**src/hw/rtl/nfba_pkg.sv**
```systemverilog
// Package: shared types, defaults and status codes of the next-fit block allocator.
package nfba_pkg;

   localparam int NUM_SLOTS_DEF   = 64;
   localparam int BLOCK_BYTES_DEF = 4;

   typedef logic [2:0] status_type;
   typedef logic [5:0] slot_out_type;
   typedef logic [8:0] offset_type;

   localparam logic CMD_ALLOC = 1'b0;
   localparam logic CMD_FREE  = 1'b1;

   localparam status_type ST_OK           = 3'd0;
   localparam status_type ST_TOO_LARGE    = 3'd1;
   localparam status_type ST_POOL_FULL    = 3'd2;
   localparam status_type ST_NULL         = 3'd3;
   localparam status_type ST_FOREIGN      = 3'd4;
   localparam status_type ST_ALREADY_FREE = 3'd5;

   typedef struct packed {
      logic        cmd;
      logic [15:0] request_size;
      logic        handle_valid;
      logic [7:0]  free_slot;
   } req_type;

   typedef struct packed {
      status_type   status;
      slot_out_type given_slot;
      offset_type   data_offset;
   } rsp_type;

   // Status of the sequencer toward the channel logic.
   typedef struct packed {
      logic busy;
      logic done;
   } ctrl_stat_type;

endpackage

```
**src/hw/rtl/nfba_ram.sv**
```systemverilog
// Generic single-write, single-read RAM with registered read data.
module nfba_ram #(
   parameter int WIDTH = 1,
   parameter int DEPTH = 64
) (
   input  logic                     clock,
   input  logic                     wr_en,
   input  logic [$clog2(DEPTH)-1:0] wr_addr,
   input  logic [WIDTH-1:0]         wr_data,
   input  logic [$clog2(DEPTH)-1:0] rd_addr,
   output logic [WIDTH-1:0]         rd_data
);

   logic [WIDTH-1:0] mem [DEPTH];
   logic [WIDTH-1:0] rd_data_ff;

   always_ff @(posedge clock) begin
      if (wr_en) begin
         mem[wr_addr] <= wr_data;
      end
      rd_data_ff <= mem[rd_addr];
   end

   assign rd_data = rd_data_ff;

endmodule

```
**src/hw/rtl/nfba_ctrl.sv**
```systemverilog
// Sequencer: clearing pass, next-fit slot scan and free check over the used-flag RAM.
module nfba_ctrl #(
   parameter int NUM_SLOTS   = nfba_pkg::NUM_SLOTS_DEF,
   parameter int BLOCK_BYTES = nfba_pkg::BLOCK_BYTES_DEF
) (
   input  logic                   clock,
   input  logic                   reset,
   input  logic                   req_fire,
   input  nfba_pkg::req_type      req_data,
   input  logic                   res_take,
   output nfba_pkg::ctrl_stat_type stat,
   output nfba_pkg::rsp_type      res_data
);

   localparam int SLOT_W = $clog2(NUM_SLOTS);
   localparam logic [SLOT_W-1:0] LAST_SLOT = SLOT_W'(NUM_SLOTS - 1);
   localparam nfba_pkg::offset_type STRIDE = nfba_pkg::offset_type'(BLOCK_BYTES + 1);

   localparam logic [2:0] S_CLEAR = 3'd0;
   localparam logic [2:0] S_IDLE  = 3'd1;
   localparam logic [2:0] S_SCAN  = 3'd2;
   localparam logic [2:0] S_FREE  = 3'd3;
   localparam logic [2:0] S_DONE  = 3'd4;

   logic [2:0]        state_ff, state_in;
   logic [SLOT_W-1:0] ptr_ff, ptr_in;
   logic [SLOT_W-1:0] pos_ff, pos_in;
   logic [SLOT_W-1:0] cnt_ff, cnt_in;
   nfba_pkg::rsp_type res_ff, res_in;

   logic [SLOT_W-1:0] pos_inc;
   logic [SLOT_W-1:0] free_idx;
   logic              too_large;
   logic              foreign;
   nfba_pkg::offset_type pos9;
   nfba_pkg::offset_type off_prod;

   logic              ram_we;
   logic [SLOT_W-1:0] ram_waddr;
   logic              ram_wdata;
   logic [SLOT_W-1:0] ram_raddr;
   logic              ram_rdata;

   assign pos_inc   = (pos_ff == LAST_SLOT) ? '0 : pos_ff + 1'b1;
   assign free_idx  = SLOT_W'(req_data.free_slot);
   assign too_large = req_data.request_size > 16'(BLOCK_BYTES);
   assign foreign   = 32'(req_data.free_slot) >= 32'(NUM_SLOTS);
   assign pos9      = nfba_pkg::offset_type'(pos_ff);
   assign off_prod  = pos9 * STRIDE;

   nfba_ram #(
      .WIDTH (1),
      .DEPTH (NUM_SLOTS)
   ) u_used (
      .clock   (clock),
      .wr_en   (ram_we),
      .wr_addr (ram_waddr),
      .wr_data (ram_wdata),
      .rd_addr (ram_raddr),
      .rd_data (ram_rdata)
   );

   always_comb begin
      state_in  = state_ff;
      ptr_in    = ptr_ff;
      pos_in    = pos_ff;
      cnt_in    = cnt_ff;
      res_in    = res_ff;
      ram_we    = 1'b0;
      ram_waddr = pos_ff;
      ram_wdata = 1'b0;
      ram_raddr = pos_inc;

      unique case (state_ff)
         S_CLEAR: begin
            ram_we    = 1'b1;
            ram_waddr = cnt_ff;
            cnt_in    = cnt_ff + 1'b1;
            if (cnt_ff == LAST_SLOT) begin
               state_in = S_IDLE;
            end
         end
         S_IDLE: begin
            ram_raddr = (req_data.cmd == nfba_pkg::CMD_ALLOC) ? ptr_ff : free_idx;
            res_in    = '0;
            if (req_fire) begin
               if (req_data.cmd == nfba_pkg::CMD_ALLOC) begin
                  if (too_large) begin
                     res_in.status = nfba_pkg::ST_TOO_LARGE;
                     state_in      = S_DONE;
                  end else begin
                     pos_in   = ptr_ff;
                     cnt_in   = '0;
                     state_in = S_SCAN;
                  end
               end else begin
                  if (!req_data.handle_valid) begin
                     res_in.status = nfba_pkg::ST_NULL;
                     state_in      = S_DONE;
                  end else if (foreign) begin
                     res_in.status = nfba_pkg::ST_FOREIGN;
                     state_in      = S_DONE;
                  end else begin
                     pos_in   = free_idx;
                     state_in = S_FREE;
                  end
               end
            end
         end
         S_SCAN: begin
            if (!ram_rdata) begin
               ram_we                = 1'b1;
               ram_wdata             = 1'b1;
               ptr_in                = pos_inc;
               res_in.status         = nfba_pkg::ST_OK;
               res_in.given_slot     = nfba_pkg::slot_out_type'(pos_ff);
               res_in.data_offset    = off_prod + 9'd1;
               state_in              = S_DONE;
            end else if (cnt_ff == LAST_SLOT) begin
               res_in.status = nfba_pkg::ST_POOL_FULL;
               state_in      = S_DONE;
            end else begin
               pos_in = pos_inc;
               cnt_in = cnt_ff + 1'b1;
            end
         end
         S_FREE: begin
            if (ram_rdata) begin
               ram_we        = 1'b1;
               res_in.status = nfba_pkg::ST_OK;
            end else begin
               res_in.status = nfba_pkg::ST_ALREADY_FREE;
            end
            state_in = S_DONE;
         end
         S_DONE: begin
            if (res_take) begin
               state_in = S_IDLE;
            end
         end
         default: begin
            state_in = S_IDLE;
         end
      endcase
   end

   always_ff @(posedge clock) begin
      if (reset) begin
         state_ff <= S_CLEAR;
         ptr_ff   <= '0;
         cnt_ff   <= '0;
      end else begin
         state_ff <= state_in;
         ptr_ff   <= ptr_in;
         cnt_ff   <= cnt_in;
      end
      pos_ff <= pos_in;
      res_ff <= res_in;
   end

   assign stat.busy = (state_ff != S_IDLE);
   assign stat.done = (state_ff == S_DONE);
   assign res_data  = res_ff;

`ifndef SYNTHESIS
   a_we_in_work_state: assert property (@(posedge clock) disable iff (reset)
      ram_we |-> (state_ff == S_CLEAR || state_ff == S_SCAN || state_ff == S_FREE))
      else $error("used-flag write outside clear, scan or free");

   a_ptr_moves_on_hit: assert property (@(posedge clock) disable iff (reset)
      (ptr_ff != $past(ptr_ff)) |-> ($past(reset) || $past(state_ff == S_SCAN && !ram_rdata)))
      else $error("search pointer moved without a scan hit");

   a_refused_zero: assert property (@(posedge clock) disable iff (reset)
      (state_ff == S_DONE && res_ff.status != nfba_pkg::ST_OK) |->
      (res_ff.given_slot == '0 && res_ff.data_offset == '0))
      else $error("refused request carries a slot or offset");

   a_clear_only_after_reset: assert property (@(posedge clock) disable iff (reset)
      (state_ff == S_CLEAR && $past(state_ff != S_CLEAR)) |-> $past(reset))
      else $error("clearing pass re-entered without reset");
`endif

endmodule

```
**src/hw/rtl/next_fit_block_allocator_core.sv**
```systemverilog
// Top level: next-fit fixed-block allocator with request and response channels.
//
//   channel | dir | handshake             | payload
//   --------+-----+-----------------------+--------------------------
//   req_    | in  | req_valid / req_stall | nfba_pkg::req_type
//   rsp_    | out | rsp_valid / rsp_stall | nfba_pkg::rsp_type
//
// Flow: one request at a time. An allocate scans the used-flag RAM from the search
// pointer onward, wrapping, one slot per cycle through its single read port, until it
// finds a free slot or has seen all NUM_SLOTS slots (pool full). A free reads the one
// flag that it names; a refused request goes straight to its result.
// Reset: a clearing pass writes every used flag to zero;
// req_stall stays high during it.
// Stalls: the response register holds a finished result while rsp_stall is high;
// the core still accepts and works on one more request, then holds that result
// in the sequencer, with req_stall high, until the register drains.
module next_fit_block_allocator_core #(
   parameter int NUM_SLOTS   = nfba_pkg::NUM_SLOTS_DEF,
   parameter int BLOCK_BYTES = nfba_pkg::BLOCK_BYTES_DEF
) (
   input  logic              clock,
   input  logic              reset,
   input  logic              req_valid,
   output logic              req_stall,
   input  nfba_pkg::req_type req_data,
   output logic              rsp_valid,
   input  logic              rsp_stall,
   output nfba_pkg::rsp_type rsp_data
);

   nfba_pkg::ctrl_stat_type stat;
   nfba_pkg::rsp_type       res_data;
   logic                    req_fire;
   logic                    res_take;

   logic              rsp_valid_ff, rsp_valid_in;
   nfba_pkg::rsp_type rsp_data_ff, rsp_data_in;

   // Accept only while the sequencer sits idle.
   assign req_stall = stat.busy;
   assign req_fire  = req_valid && !req_stall;

   // Output register is free when empty or being drained this cycle.
   assign res_take = !rsp_valid_ff || !rsp_stall;

   nfba_ctrl #(
      .NUM_SLOTS   (NUM_SLOTS),
      .BLOCK_BYTES (BLOCK_BYTES)
   ) u_ctrl (
      .clock    (clock),
      .reset    (reset),
      .req_fire (req_fire),
      .req_data (req_data),
      .res_take (res_take),
      .stat     (stat),
      .res_data (res_data)
   );

   always_comb begin
      rsp_valid_in = rsp_valid_ff && rsp_stall;
      rsp_data_in  = rsp_data_ff;
      // Load a finished result; otherwise hold or drop the drained one.
      if (stat.done && res_take) begin
         rsp_valid_in = 1'b1;
         rsp_data_in  = res_data;
      end
   end

   always_ff @(posedge clock) begin
      if (reset) begin
         rsp_valid_ff <= 1'b0;
      end else begin
         rsp_valid_ff <= rsp_valid_in;
      end
      rsp_data_ff <= rsp_data_in;
   end

   assign rsp_valid = rsp_valid_ff;
   assign rsp_data  = rsp_data_ff;

`ifndef SYNTHESIS
   a_result_lands: assert property (@(posedge clock) disable iff (reset)
      $past(stat.done && res_take) |-> (rsp_valid_ff && rsp_data_ff == $past(res_data)))
      else $error("finished result did not reach the response register");

   a_no_accept_while_busy: assert property (@(posedge clock) disable iff (reset)
      stat.done |-> !req_fire)
      else $error("request accepted while a result is pending");

   a_stalled_rsp_kept: assert property (@(posedge clock) disable iff (reset)
      $past(rsp_valid_ff && rsp_stall) |-> rsp_valid_ff)
      else $error("stalled response dropped");
`endif

endmodule
```
**config.mk**
```make
export PLATFORM = sky130hd
export DESIGN_NAME = next_fit_block_allocator_core
export DESIGN_NICKNAME = d
export VERILOG_FILES = /design/src/hw/rtl/nfba_pkg.sv /design/src/hw/rtl/nfba_ram.sv /design/src/hw/rtl/nfba_ctrl.sv /design/src/hw/rtl/next_fit_block_allocator_core.sv
export SDC_FILE = /design/constraint.sdc
export NUM_CORES = 1
export LEC_CHECK = 0
export ABC_AREA = 1
export BUFFER_PORTS_ARGS = -buffer_cell sky130_fd_sc_hd__buf_4
export CELL_PAD_IN_SITES_DETAIL_PLACEMENT = 0
export CELL_PAD_IN_SITES_GLOBAL_PLACEMENT = 2
export CORE_ASPECT_RATIO = 0.8
export CORE_UTILIZATION = 38
export DETAILED_ROUTE_END_ITERATION = 7
export PLACE_DENSITY_LB_ADDON = 0.08
export SLEW_MARGIN = 30
export SYNTH_ARGS = -nofsm -noshare
export SYNTH_HDL_FRONTEND = slang
export SYNTH_HIERARCHICAL = 1
export SYNTH_SLANG_ARGS = --single-unit
```
**constraint.sdc**
```tcl
create_clock -name clock -period 3.4 [get_ports clock]
set_clock_uncertainty 0.15 [all_clocks]
set_input_delay 0.68 -clock clock [delete_from_list [all_inputs] [get_ports clock]]
set_output_delay 0.68 -clock clock [all_outputs]
set_load 0.05 [all_outputs]
```
======== Word level (Yosys, flattened, before mapping) ========
Memories as Yosys holds them, arrays and structs flattened. A register that Yosys moved wholly into a read port is not among the register bits.
Index checks and enable logic that the tools add are counted.
operators by class
  reduce and logical (&&, ||, !) cells .... 17
  equal/unequal tests ..................... 19
  muxes and demuxes ....................... 46
  add/subtract/negate cells ............... 3
  bitwise operators ....................... 1
  $lt $le $gt $ge ......................... 2
  $mul .................................... 1
operators with widths
  kind                                                               number
  2-to-1 mux 6 bit                                                   16
  2-to-1 mux 3 bit                                                   16
  case mux 15 bit (2 select lines)                                   1
  case mux 6 bit (3 select lines)                                    1
  > comparator 16 x 3 -> 1 bit, second input constant                1
  2-to-1 mux 15 bit                                                  1
  case mux 3 bit (5 select lines)                                    1
  adder 6 x 1 -> 6 bit, second input constant                        2
  equality test 6 bit, second input constant                         2
  inequality test 2 bit, second input constant                       6
  case mux 6 bit (2 select lines)                                    1
  adder 9 x 1 -> 9 bit, second input constant                        1
  multiplier 6 x 3 -> 9 bit, second input constant                   1
  inequality test 3 bit, second input constant                       3
  case mux 3 bit (3 select lines)                                    1
  greater-or-equal comparator 8 x 7 -> 1 bit, second input constant  1
  2-to-1 mux 1 bit                                                   7
  AND reduction 7 bit                                                1
  equality test 3 x 2 -> 1 bit, second input constant                2
  AND reduction 2 bit                                                3
  AND reduction 6 bit                                                1
  nonzero test 3 bit                                                 2
  inequality test 2 x 1 -> 1 bit, second input constant              2
  AND reduction 4 bit                                                1
  11 further kinds                                                   15
word-level totals
  memories ................................ 1
  bits in writable memories ............... 64
  output and inout port bits .............. 20
  bits of input ports ..................... 30
  flip-flop bits (word level) ............. 58
  word-level logic and storage cells ...... 101
memories
  memory             depth  width  rd ports  clocked after memory_dff  write ports  line            RTL
  u_ctrl.u_used.mem  64     1      1         1                         1            nfba_ram.sv:14  logic [WIDTH-1:0] mem [DEPTH];

======== Longest topological paths before layout ========
Gate-level depths: netlist of the first run.
  word-level depth ........................ 6
  mapped depth ............................ 19
  mapped depth without buffers ............ 17

======== By module ========
The synthesis of the first run kept the hierarchy.
by module, submodules not included
  module                         area each (um^2)  cells each  times used
  nfba_ram                       3045.4            314         1
  nfba_ctrl                      2401.1            319         1
  next_fit_block_allocator_core  591.8             25          1

======== Worst setup path after synthesis of the first run ========
Ideal clock, no wire load.
  kind .................................... reg-to-reg
  start point ............................. register u_ctrl.state_ff[1]
  end point ............................... memory u_ctrl.u_used.mem[34] (enable)
  setup time .............................. 0.327 ns
  cell stages (with the launch flop) ...... 11
  arrival time ............................ 1.971 ns
  clock period less this slack ............ 2.447 ns
  path buffers ............................ 2
  setup slack ............................. 0.953 ns
  cells stage by stage .................... dfxtp_1 inv_1 nor2_4 nand2_4 inv_1 buf_4 nor2_1 o21ai_0 buf_2 nand3_1 nor4_1
between the ends
  longest elaborated chain between the ends .. 4
  elaborated cells on any way between the ends .. 7
  classes of those cells .................. eq/ne: 2; mux: 4; reduce/logical: 1
RTL lines
  what                                                               line              RTL
  from (decl)                                                        nfba_ctrl.sv:25   logic [2:0] state_ff, state_in;
  from (signal assigned)                                             nfba_ctrl.sv:153  state_ff <= state_in;
  equality test 3 x 2 -> 1 bit or logical NOT 3 bit (tied branches)  nfba_ctrl.sv:74   unique case (state_ff)
  case mux 1 bit (3 select lines) *                                  nfba_ctrl.sv:74
  net u_ctrl.ram_we                                                  nfba_ctrl.sv:38   logic ram_we;
  2-to-1 mux 1 bit *                                                 nfba_ram.sv:18    if (wr_en) begin
  2-to-1 mux 1 bit (implied by the code) *                           nfba_ram.sv:19    mem[wr_addr] <= wr_data;
  to (decl)                                                          nfba_ram.sv:14
Mark *: on every way through the listed nets, which the timed path passes. The rest lies on a longest branch.

======== Worst setup path after layout of the first run ========
  start point ............................. register u_ctrl.pos_ff[0]
  end point ............................... register u_ctrl.u_used.rd_data_ff (netlist: u_ctrl/u_used/rd_data) (read register of u_ctrl.u_used.mem)
between the ends
  longest elaborated chain between the ends .. 3
  elaborated cells on any way between the ends .. 4
  classes of those cells .................. add/sub: 1; eq/ne: 1; mux: 2
RTL lines
  what                                                         line              RTL
  from (decl)                                                  nfba_ctrl.sv:27   logic [SLOT_W-1:0] pos_ff, pos_in;
  from (signal assigned)                                       nfba_ctrl.sv:157  pos_ff <= pos_in;
  adder 6 x 1 -> 6 bit or equality test 6 bit (tied branches)  nfba_ctrl.sv:44   assign pos_inc = (pos_ff == LAST_SLOT) ? '0 : pos_ff + 1'b1;
  2-to-1 mux 6 bit *                                           nfba_ctrl.sv:44
  2-to-1 mux 6 bit *                                           nfba_ctrl.sv:74
  net u_ctrl.ram_raddr[0]                                      nfba_ctrl.sv:41   logic [SLOT_W-1:0] ram_raddr;
  to (decl)                                                    nfba_ram.sv:15    logic [WIDTH-1:0] rd_data_ff;
Marks and branches as above.
A chain may end at the register's enable or synchronous reset.

==> results.yml, run 1 <==
min_path:
  hold_path_startpoint: "u_ctrl/res_data[6]"
  worst_hold_path.endpoint: "rsp_data[6]"
  instance_count_along_the_most_critical_hold_path: 0
  hp-class: "reg2reg"
sta:
  fin_tns_setup_ns: 0
  max_freq_ghz: 0.339
  timing_hold_violations_final: 0
  setup_violations: 0
  timing_worst_slew_pin_value_ns: 0.784
  slew_headroom_pct: 47.4
  finalHoldWorstSlack_ns: 0.267
  timing.final.crit_period_ns: 2.95
  final.setup.worst_slack_ns: 0.446
  grt_setup_unrepaired: "false"
  slew_viol_final: 0
  finalCritPeriodShare_pct: 86.9
synthesis:
  cell_types_with_the_largest_area_share_after_synthesis: "edfxtp_1, nand2_1, nand3_1, nor2_1, dfxtp_1"
  netlist_area_mm2: 0.00604
  post-synth-top-area-fraction_pct: 52.7
  yosysWarnings: 6
  yosys.area.top_type: "edfxtp_1"
  syn_nets: 699
  synth.ff_latch_count: 123
  synth_edf_count: 106
  syn_avg_cell_area_um2: 9.18
  yosysSeqAreaShare_pct: 58.4
  synthCells: 658
  synth_top_flop_cell: "edfxtp_1"
  proportion_of_synthesized_flip_flops_having_asynchronous_set_or_reset_pct: 0
  synth_cell_types: 38
layout:
  final_util_pct: 47.5
  most-common-layout-cells: "nand2_1, edfxtp_1, nor2_1"
  area_delta_synth_final_pct: 20.0
  most_common_library_cell_in_the_layout_ignoring_fill_and_taps: "nand2_1"
  nFillCells: 1466
  drive_gt1_share_pct: 15.7
  final_net_count: 761
  num_antenna_cells: 0
critical_path:
  cp_max_fo: 28
  timing.setup.critical_path_class: "reg2reg"
  worst_ep_required_time_ns: 3.60
  ff2ff_path_depth: 17
  timing.critical_path.from_type: "register"
  regToRegSetupSlack_ns: 0.45
  arrival_worst_endpoint_ns: 3.15
  reg_to_reg_start: "u_ctrl/pos_ff[0]"
  crit-reg2reg-capture: "u_ctrl/u_used/rd_data"
  worst_setup_path_end_kind: "register"
  worstSetupStartpoint: "u_ctrl/pos_ff[0]"
grt:
  globalRoute.totalOverflow: 0
  number_of_antenna_violations_at_the_first_check_in_global_routing: 0
  grt_pass1_vias: 4458
  grt_usage_pct: 20.3
  grt_pass1_wl_mm: 24.2
  grt_start_max_net_pins: 75
cts:
  cts_hold_repair.buffers: 0
  cts_max_level: 4
  tritoncts: "built"
  cts_sinks: 123
  clk_path_buf_depth: 2
  worst_setup_hold_path_clk_slew_ns: 0.06
  cts.repair.resized: 0
  numCtsBuffers: 17
  clock-root-buffer: "clkbuf_16"
  clk_latency_ns: 0.42
  cts.repair_timing.setup_buffer_count: 0
placed_design:
  detailedPlacementHpwl_mm: 10.8
  gpl.final_weighted_congestion: 0.803
  dp_slack_ns: 0.451
  buffer_ports.inserted: 49
run_status:
  outcome: "finished clean"
routing:
  drt-vias-per-instance: 4.97
  dr_total_vias: 4686
  drt_wl_total_mm: 15.1
  drt_iter0_markers: 420
  drt-wirelength-per-cell_um: 16.0
  dr.pass1.iters: 5
  number_of_nets_with_antenna_violations_after_routing: 0
  post-route-drc-count: 0
pwr:
  power.static_leakage_nw: 2.85
  power.density_cell_area_mw_per_mm2: 966
  irDropWorstVdd_v: 0.000547
  total_power_mw: 7.00
run:
  timing.max_cap.violations: 0
floorplan:
  die_h_um: 115
  die_area_mm2: 0.0164
  pin_count: 50
  placeableCoreArea_mm2: 0.0153
  initial_util_pct: 39.6
  rows: 40
  fp.dieW_um: 143
==> worst max path at each step <==
stage	to	slack [ns]	cells after the start
after detailed placement	u_ctrl/u_used/rd_data	0.45	15
final	u_ctrl/u_used/rd_data	0.45	17
after global routing	u_ctrl/u_used/rd_data	0.17	17
after floorplan	u_ctrl/u_used/mem[34]	0.95	10
after CTS	u_ctrl/u_used/rd_data	0.43	17
after global placement	u_ctrl/u_used/mem[36]	0.35	6
==> cell families (layout without fill, tap and decap cells) <==
family	count (synthesis)	count (layout)	share of synthesized area, %
buffers and inverters	79	154	6.22
XOR/XNOR	4	4	0.580
AO/OA/AOI/OAI	58	58	5.18
adder cells (fa/ha/maj)	11	11	2.28
AND/OR/NAND/NOR	383	383	27.4
flip-flops	123	123	58.4
==> routing by layer <==
layer  vias up  wire length (um)  global-route usage [%]
li1       2346                 -                       -
met5         -                 0                       0
met3        17              1010                    4.62
met1      2171              7420                    30.0
met2       152              6430                    29.2
met4         0               217                    6.31
==> registers in the layout (all words and copies together) (netlist names) <==
name / flops
rsp_valid: 1
u_ctrl/cnt_ff: 6
rsp_data: 18
u_ctrl/pos_ff: 6
u_ctrl/u_used/mem: 64
u_ctrl/ptr_ff: 6
u_ctrl/res_data: 18
u_ctrl/u_used/rd_data: 1
u_ctrl/state_ff: 3
==> critical path, cell delays in order (launching register included) <==
cell and delay, ns:
edfxtp_1 0.48, ha_1 0.32, nand3_1 0.12, nor2_1 0.06, inv_1 0.08, nor2_1 0.06
nor2_1 0.18, nand2_1 0.09, o21ai_2 0.16, buf_4 0.39, nand2_1 0.09, nand3_1 0.19
nand3_1 0.11, nand2_1 0.09, nand2_1 0.05, nand3_1 0.06, nand3_1 0.07, nand2_1 0.11
==> synth_stat cells, drive strengths merged, types with 2 or more instances <==
master,count
nand2,165
xor2,3
nand3,85
o21bai,2
nor2,108
o21ai,34
a21oi,17
ha,11
nand4,9
clkbuf,3
inv,58
nor4,4
dfxtp,17
nor3,9
buf,17
or2,2
edfxtp,106
==> power by group <==
| part | internal (mW) | switching (mW) |
|---|---|---|
| combinational | 0.825 | 2.19 |
| clock | 1.17 | 0.703 |
| sequential | 1.99 | 0.117 |
==> stage by stage <==
step / instance area, um^2 / cells
global placement: 6630 / 911
finish: 7250 / 943
detailed placement: 6630 / 911
global route: 7250 / 943
floorplan: 6040 / 658
CTS: 7250 / 943
==> final cells by class <==
class                      instances  area, um^2  share of cell area [%]
sequential                       123        3520                    48.6
multi-input combinational        456        2150                    29.6
timing repair buffer              63         473                    6.53
clock buffer                      17         425                    5.87
tap                              210         263                    3.63
inverter                          59         226                    3.12
clock inverter                    15         189                    2.61
Note: power is estimated with default switching activity, not from simulation.
==> run 2: changes to the inputs <==
==> constraint.sdc (replaced) <==
create_clock -name clock -period 3.4 [get_ports clock]
set_clock_uncertainty 0.15 [all_clocks]
set_input_delay 0.17 -clock clock [delete_from_list [all_inputs] [get_ports clock]]
set_output_delay 0.17 -clock clock [all_outputs]
set_load 0.05 [all_outputs]
==> results.yml, run 2 (same netlist as run 1, synthesis figures left out) <==
pwr:
  power.density_cell_area_mw_per_mm2: 956
  total_power_mw: 6.90
  irDropWorstVdd_v: 0.000387
  power.static_leakage_nw: 2.82
sta:
  slew_viol_final: 0
  setup_violations: 0
  max_freq_ghz: 0.321
  timing.final.crit_period_ns: 3.11
  slew_headroom_pct: 41.9
  fin_tns_setup_ns: 0
  timing_hold_violations_final: 0
  grt_setup_unrepaired: "false"
  timing_worst_slew_pin_value_ns: 0.862
  finalCritPeriodShare_pct: 91.5
layout:
  most-common-layout-cells: "nand2_1, edfxtp_1, nor2_1"
  final_util_pct: 47.3
  layout.area.seq_mm2: 0.00352
  drive_gt1_share_pct: 14.9
  multi_input_area_mm2: 0.00215
  registers.top_by_ff_count: "u_ctrl/u_used/mem"
  nFillCells: 1473
  final_net_count: 758
  most_common_library_cell_in_the_layout_ignoring_fill_and_taps: "nand2_1"
  final_design_area_no_fill_mm2: 0.00722
  num_antenna_cells: 0
  largest_reg_flops: 64
  area_delta_synth_final_pct: 19.5
cts:
  cts_hold_repair.buffers: 4
  clock-root-buffer: "clkbuf_16"
  numCtsBuffers: 17
  cts.repair_timing.setup_buffer_count: 0
  cts.repair.resized: 0
  cts_sinks: 123
  cts_max_level: 4
  tritoncts: "built"
  clk_path_buf_depth: 2
  worst_setup_hold_path_clk_slew_ns: 0.06
  clk_latency_ns: 0.43
routing:
  dr_total_vias: 4699
  wl_met3_um: 764
  dr.pass1.iters: 5
  routedLengthMet1_mm: 7.85
  drt_iter0_markers: 393
  drt-vias-per-instance: 5.00
  drt_wl_total_mm: 15.1
  drt-wirelength-per-cell_um: 16.0
  route.met2.wl_mm: 6.19
  number_of_nets_with_antenna_violations_after_routing: 0
  routed.top_layer: "met4"
  post-route-drc-count: 0
floorplan:
  initial_util_pct: 39.6
  placeableCoreArea_mm2: 0.0153
  pin_count: 50
  die_h_um: 115
  rows: 40
  die_area_mm2: 0.0164
  fp.dieW_um: 143
run:
  timing.max_cap.violations: 0
grt:
  globalRoute.totalOverflow: 0
  number_of_antenna_violations_at_the_first_check_in_global_routing: 0
  grt_start_max_net_pins: 75
  grt_usage_pct: 20.2
  grt_pass1_wl_mm: 24.1
  grt_pass1_vias: 4377
critical_path:
  cp_max_fo: 12
  arrival_worst_endpoint_ns: 3.31
  timing.critical_path.from_type: "register"
  worst_setup_path_end_kind: "register"
  worst_ep_required_time_ns: 3.60
  timing.setup.critical_path_class: "reg2reg"
placed_design:
  detailedPlacementHpwl_mm: 10.4
  gpl.final_weighted_congestion: 0.799
  placed_area_mm2: 0.00659
  buffer_ports.inserted: 49
run_status:
  outcome: "finished clean"
min_path:
  hp-class: "in2reg"
-- run 2: changes by cell type in the layout (fill, tap and decap cells not counted), sizes merged --
cell / previous run / this run
dlygate4sd3: 0 / 4
bufinv: 3 / 2
clkinvlp: 3 / 4
buf: 63 / 56
-- run 2: worst max-delay path, stage by stage (launching register included) --
cell and delay (ns):
edfxtp_1 0.49, ha_1 0.32, nand3_1 0.12, nor2_1 0.06, inv_1 0.07, nor2_1 0.06, nor2_1 0.20, nand2_1 0.09
o21ai_2 0.30, buf_4 0.33, nand2_1 0.07, nand3_1 0.11, nand3_1 0.16, nand2_1 0.12, nand2_1 0.05, nand3_1 0.09
nand3_1 0.08, nand2_1 0.15
-- run 2: path summary, 6_finish.rpt --
kind	slack (ns)	cells past startpoint	endpoint	startpoint
min	0.02	5	u_ctrl/pos_ff[2]	req_data[2]
max reg2reg	0.29	17	u_ctrl/u_used/rd_data	u_ctrl/pos_ff[0]
min reg2reg	0.27	0	rsp_data[13]	u_ctrl/res_data[13]
max	0.29	17	u_ctrl/u_used/rd_data	u_ctrl/pos_ff[0]
-- run 2: where the power goes --
part / leakage, nW / internal (mW) / switching [mW] / total (mW)
Clock: 0.277 / 1.09 / 0.712 / 1.80
Combinational: 1.43 / 0.775 / 2.22 / 2.99
Sequential: 1.11 / 1.99 / 0.118 / 2.11
-- run 2: metal layers --
layer | track usage (%) | up-vias
met5 | 0 | -
met4 | 8.75 | 0
met3 | 4.29 | 17
met2 | 28.4 | 141
met1 | 29.8 | 2200
li1 | - | 2341
-- run 2: cell type report --
type                            instances  area share, %
Multi-Input combinational cell        456           29.8
Inverter                               59           3.14
Timing Repair Buffer                   60           6.38
Tap cell                              210           3.64
Sequential cell                       123           48.8
Clock inverter                         15           2.29
Clock buffer                           17           5.89
-- run 2: through the flow --
stage,std cells,setup WS (ns),hold WS (ns)
3_3_place_gp,904,0.297,0.251
5_1_grt,940,0.00229,0.0349
6_report,940,0.289,0.0222
3_5_place_dp,904,0.337,0.255
4_1_cts,940,0.308,0.00163
2_1_floorplan,658,0.953,0.0824
==> run 3: changes to the inputs <==
--- a/config.mk
+++ b/config.mk
@@ -13,6 +13,7 @@
 export CORE_UTILIZATION = 38
 export DETAILED_ROUTE_END_ITERATION = 7
 export PLACE_DENSITY_LB_ADDON = 0.08
+export SETUP_SLACK_MARGIN = 0.3
 export SLEW_MARGIN = 30
 export SYNTH_ARGS = -nofsm -noshare
 export SYNTH_HDL_FRONTEND = slang
==> results.yml, run 3 (same netlist as run 1, synthesis figures left out) <==
routing:
  dr.pass1.iters: 5
  dr_total_vias: 4716
  number_of_nets_with_antenna_violations_after_routing: 0
  drt_wl_total_mm: 15.2
  drt-vias-per-instance: 5.00
  drt-wirelength-per-cell_um: 16.1
  drt_iter0_markers: 395
  post-route-drc-count: 0
layout:
  most_common_library_cell_in_the_layout_ignoring_fill_and_taps: "nand2_1"
  final-instance-count-excl-fill: 944
  final_util_pct: 47.7
  area_delta_synth_final_pct: 20.5
  final_net_count: 762
  most-common-layout-cells: "nand2_1, edfxtp_1, nor2_1"
  largest_reg_flops: 64
  final_design_area_no_fill_mm2: 0.00728
  drive_gt1_share_pct: 15.7
  num_antenna_cells: 0
  registers.top_by_ff_count: "u_ctrl/u_used/mem"
placed_design:
  buffer_ports.inserted: 49
  dp_slack_ns: 0.337
  detailedPlacementHpwl_mm: 10.4
  gpl.final_weighted_congestion: 0.799
  placed_area_mm2: 0.00659
  place_inst: 904
cts:
  tritoncts: "built"
  clock-root-buffer: "clkbuf_16"
  clk_latency_ns: 0.43
  clk_path_buf_depth: 2
  cts_max_level: 4
  worst_setup_hold_path_clk_slew_ns: 0.06
  numCtsBuffers: 17
  cts_sinks: 123
sta:
  finalHoldWorstSlack_ns: 0.0222
  timing.final.crit_period_ns: 2.92
  fin_tns_setup_ns: 0
  slew_viol_final: 0
  max_freq_ghz: 0.342
  timing_worst_slew_pin_value_ns: 0.874
  grt_setup_unrepaired: "true"
  finalCritPeriodShare_pct: 85.9
  slew_headroom_pct: 41.1
  final.setup.worst_slack_ns: 0.478
  timing_hold_violations_final: 0
  setup_violations: 0
grt:
  number_of_antenna_violations_at_the_first_check_in_global_routing: 0
  grt_pass1_vias: 4377
  grt_start_max_net_pins: 75
  grt_pass1_wl_mm: 24.1
  globalRoute.totalOverflow: 0
  grt_usage_pct: 20.2
floorplan:
  die_h_um: 115
  die_area_mm2: 0.0164
  pin_count: 50
  rows: 40
  initial_util_pct: 39.6
  placeableCoreArea_mm2: 0.0153
  fp.dieW_um: 143
run_status:
  outcome: "finished clean"
critical_path:
  worst_ep_required_time_ns: 3.37
  arrival_worst_endpoint_ns: 2.89
  cp_max_fo: 14
  regToRegSetupSlack_ns: 0.48
  timing.critical_path.slowest_stage_cell: "o21ai_0"
  timing.setup.critical_path_class: "reg2reg"
  crit_chain: "inv_2, nand2_4, nor2_2, o21ai_0, inv_1, nor3_1, nand2_1, nor2_1"
  critical_path.max_stage_delay_ns: 0.72
  worst_setup_path_end_kind: "register"
  timing.critical_path.from_type: "register"
pwr:
  irDropWorstVdd_v: 0.000388
  total_power_mw: 7.00
  power.static_leakage_nw: 2.84
  power.density_cell_area_mw_per_mm2: 962
min_path:
  hp-class: "in2reg"
run:
  timing.max_cap.violations: 0
-- run 3: layout make-up --
type | count | area [um^2]
fill | 1468 | 7990
clock buffer | 17 | 425
timing repair buffer | 63 | 487
multi-input combinational | 456 | 2170
timing repair inverter | 1 | 8.76
sequential | 123 | 3520
clock inverter | 15 | 165
inverter | 59 | 236
tap | 210 | 263
-- run 3: layer usage --
metal / vias up / GRT usage [%] / part of all wire, %
met4: 0 / 8.75 / 1.8
met2: 133 / 28.4 / 41
met5: - / 0 / 0
li1: 2348 / - / -
met1: 2216 / 29.8 / 51
met3: 19 / 4.29 / 6.1
-- run 3: path summary, 6_finish.rpt --
| path | from | endpoint | cells after the start |
|---|---|---|---|
| worst max-delay path | u_ctrl/state_ff[2] | u_ctrl/u_used/mem[23] | 8 |
| worst min-delay path | req_data[2] | u_ctrl/pos_ff[2] | 5 |
| worst max register to register | u_ctrl/state_ff[2] | u_ctrl/u_used/mem[23] | 8 |
| worst min register to register | u_ctrl/res_data[13] | rsp_data[13] | 0 |
-- run 3: critical path, delay by kind of cell, from the launching register on --
kind / cells / cell delay [ns]
and+or+nand+nor: 5 / 0.91
AOI/OAI and AO/OA: 1 / 0.72
DFF: 1 / 0.45
buffers and inverters: 2 / 0.38
-- run 3: power by group --
part	leakage [nW]	switching, mW	internal (mW)
clock network	0.277	0.714	1.09
registers	1.11	0.119	1.99
logic	1.45	2.26	0.820
total	2.84	3.10	3.90
-- run 3: repair_timing --
item | in CTS | in global routing
setup buffers | 0 | 3
endpoints found under the hold margin | 11 | 0
setup endpoints to repair | 0 | 54
resized for setup | 0 | 10
hold buffers | 4 | 0
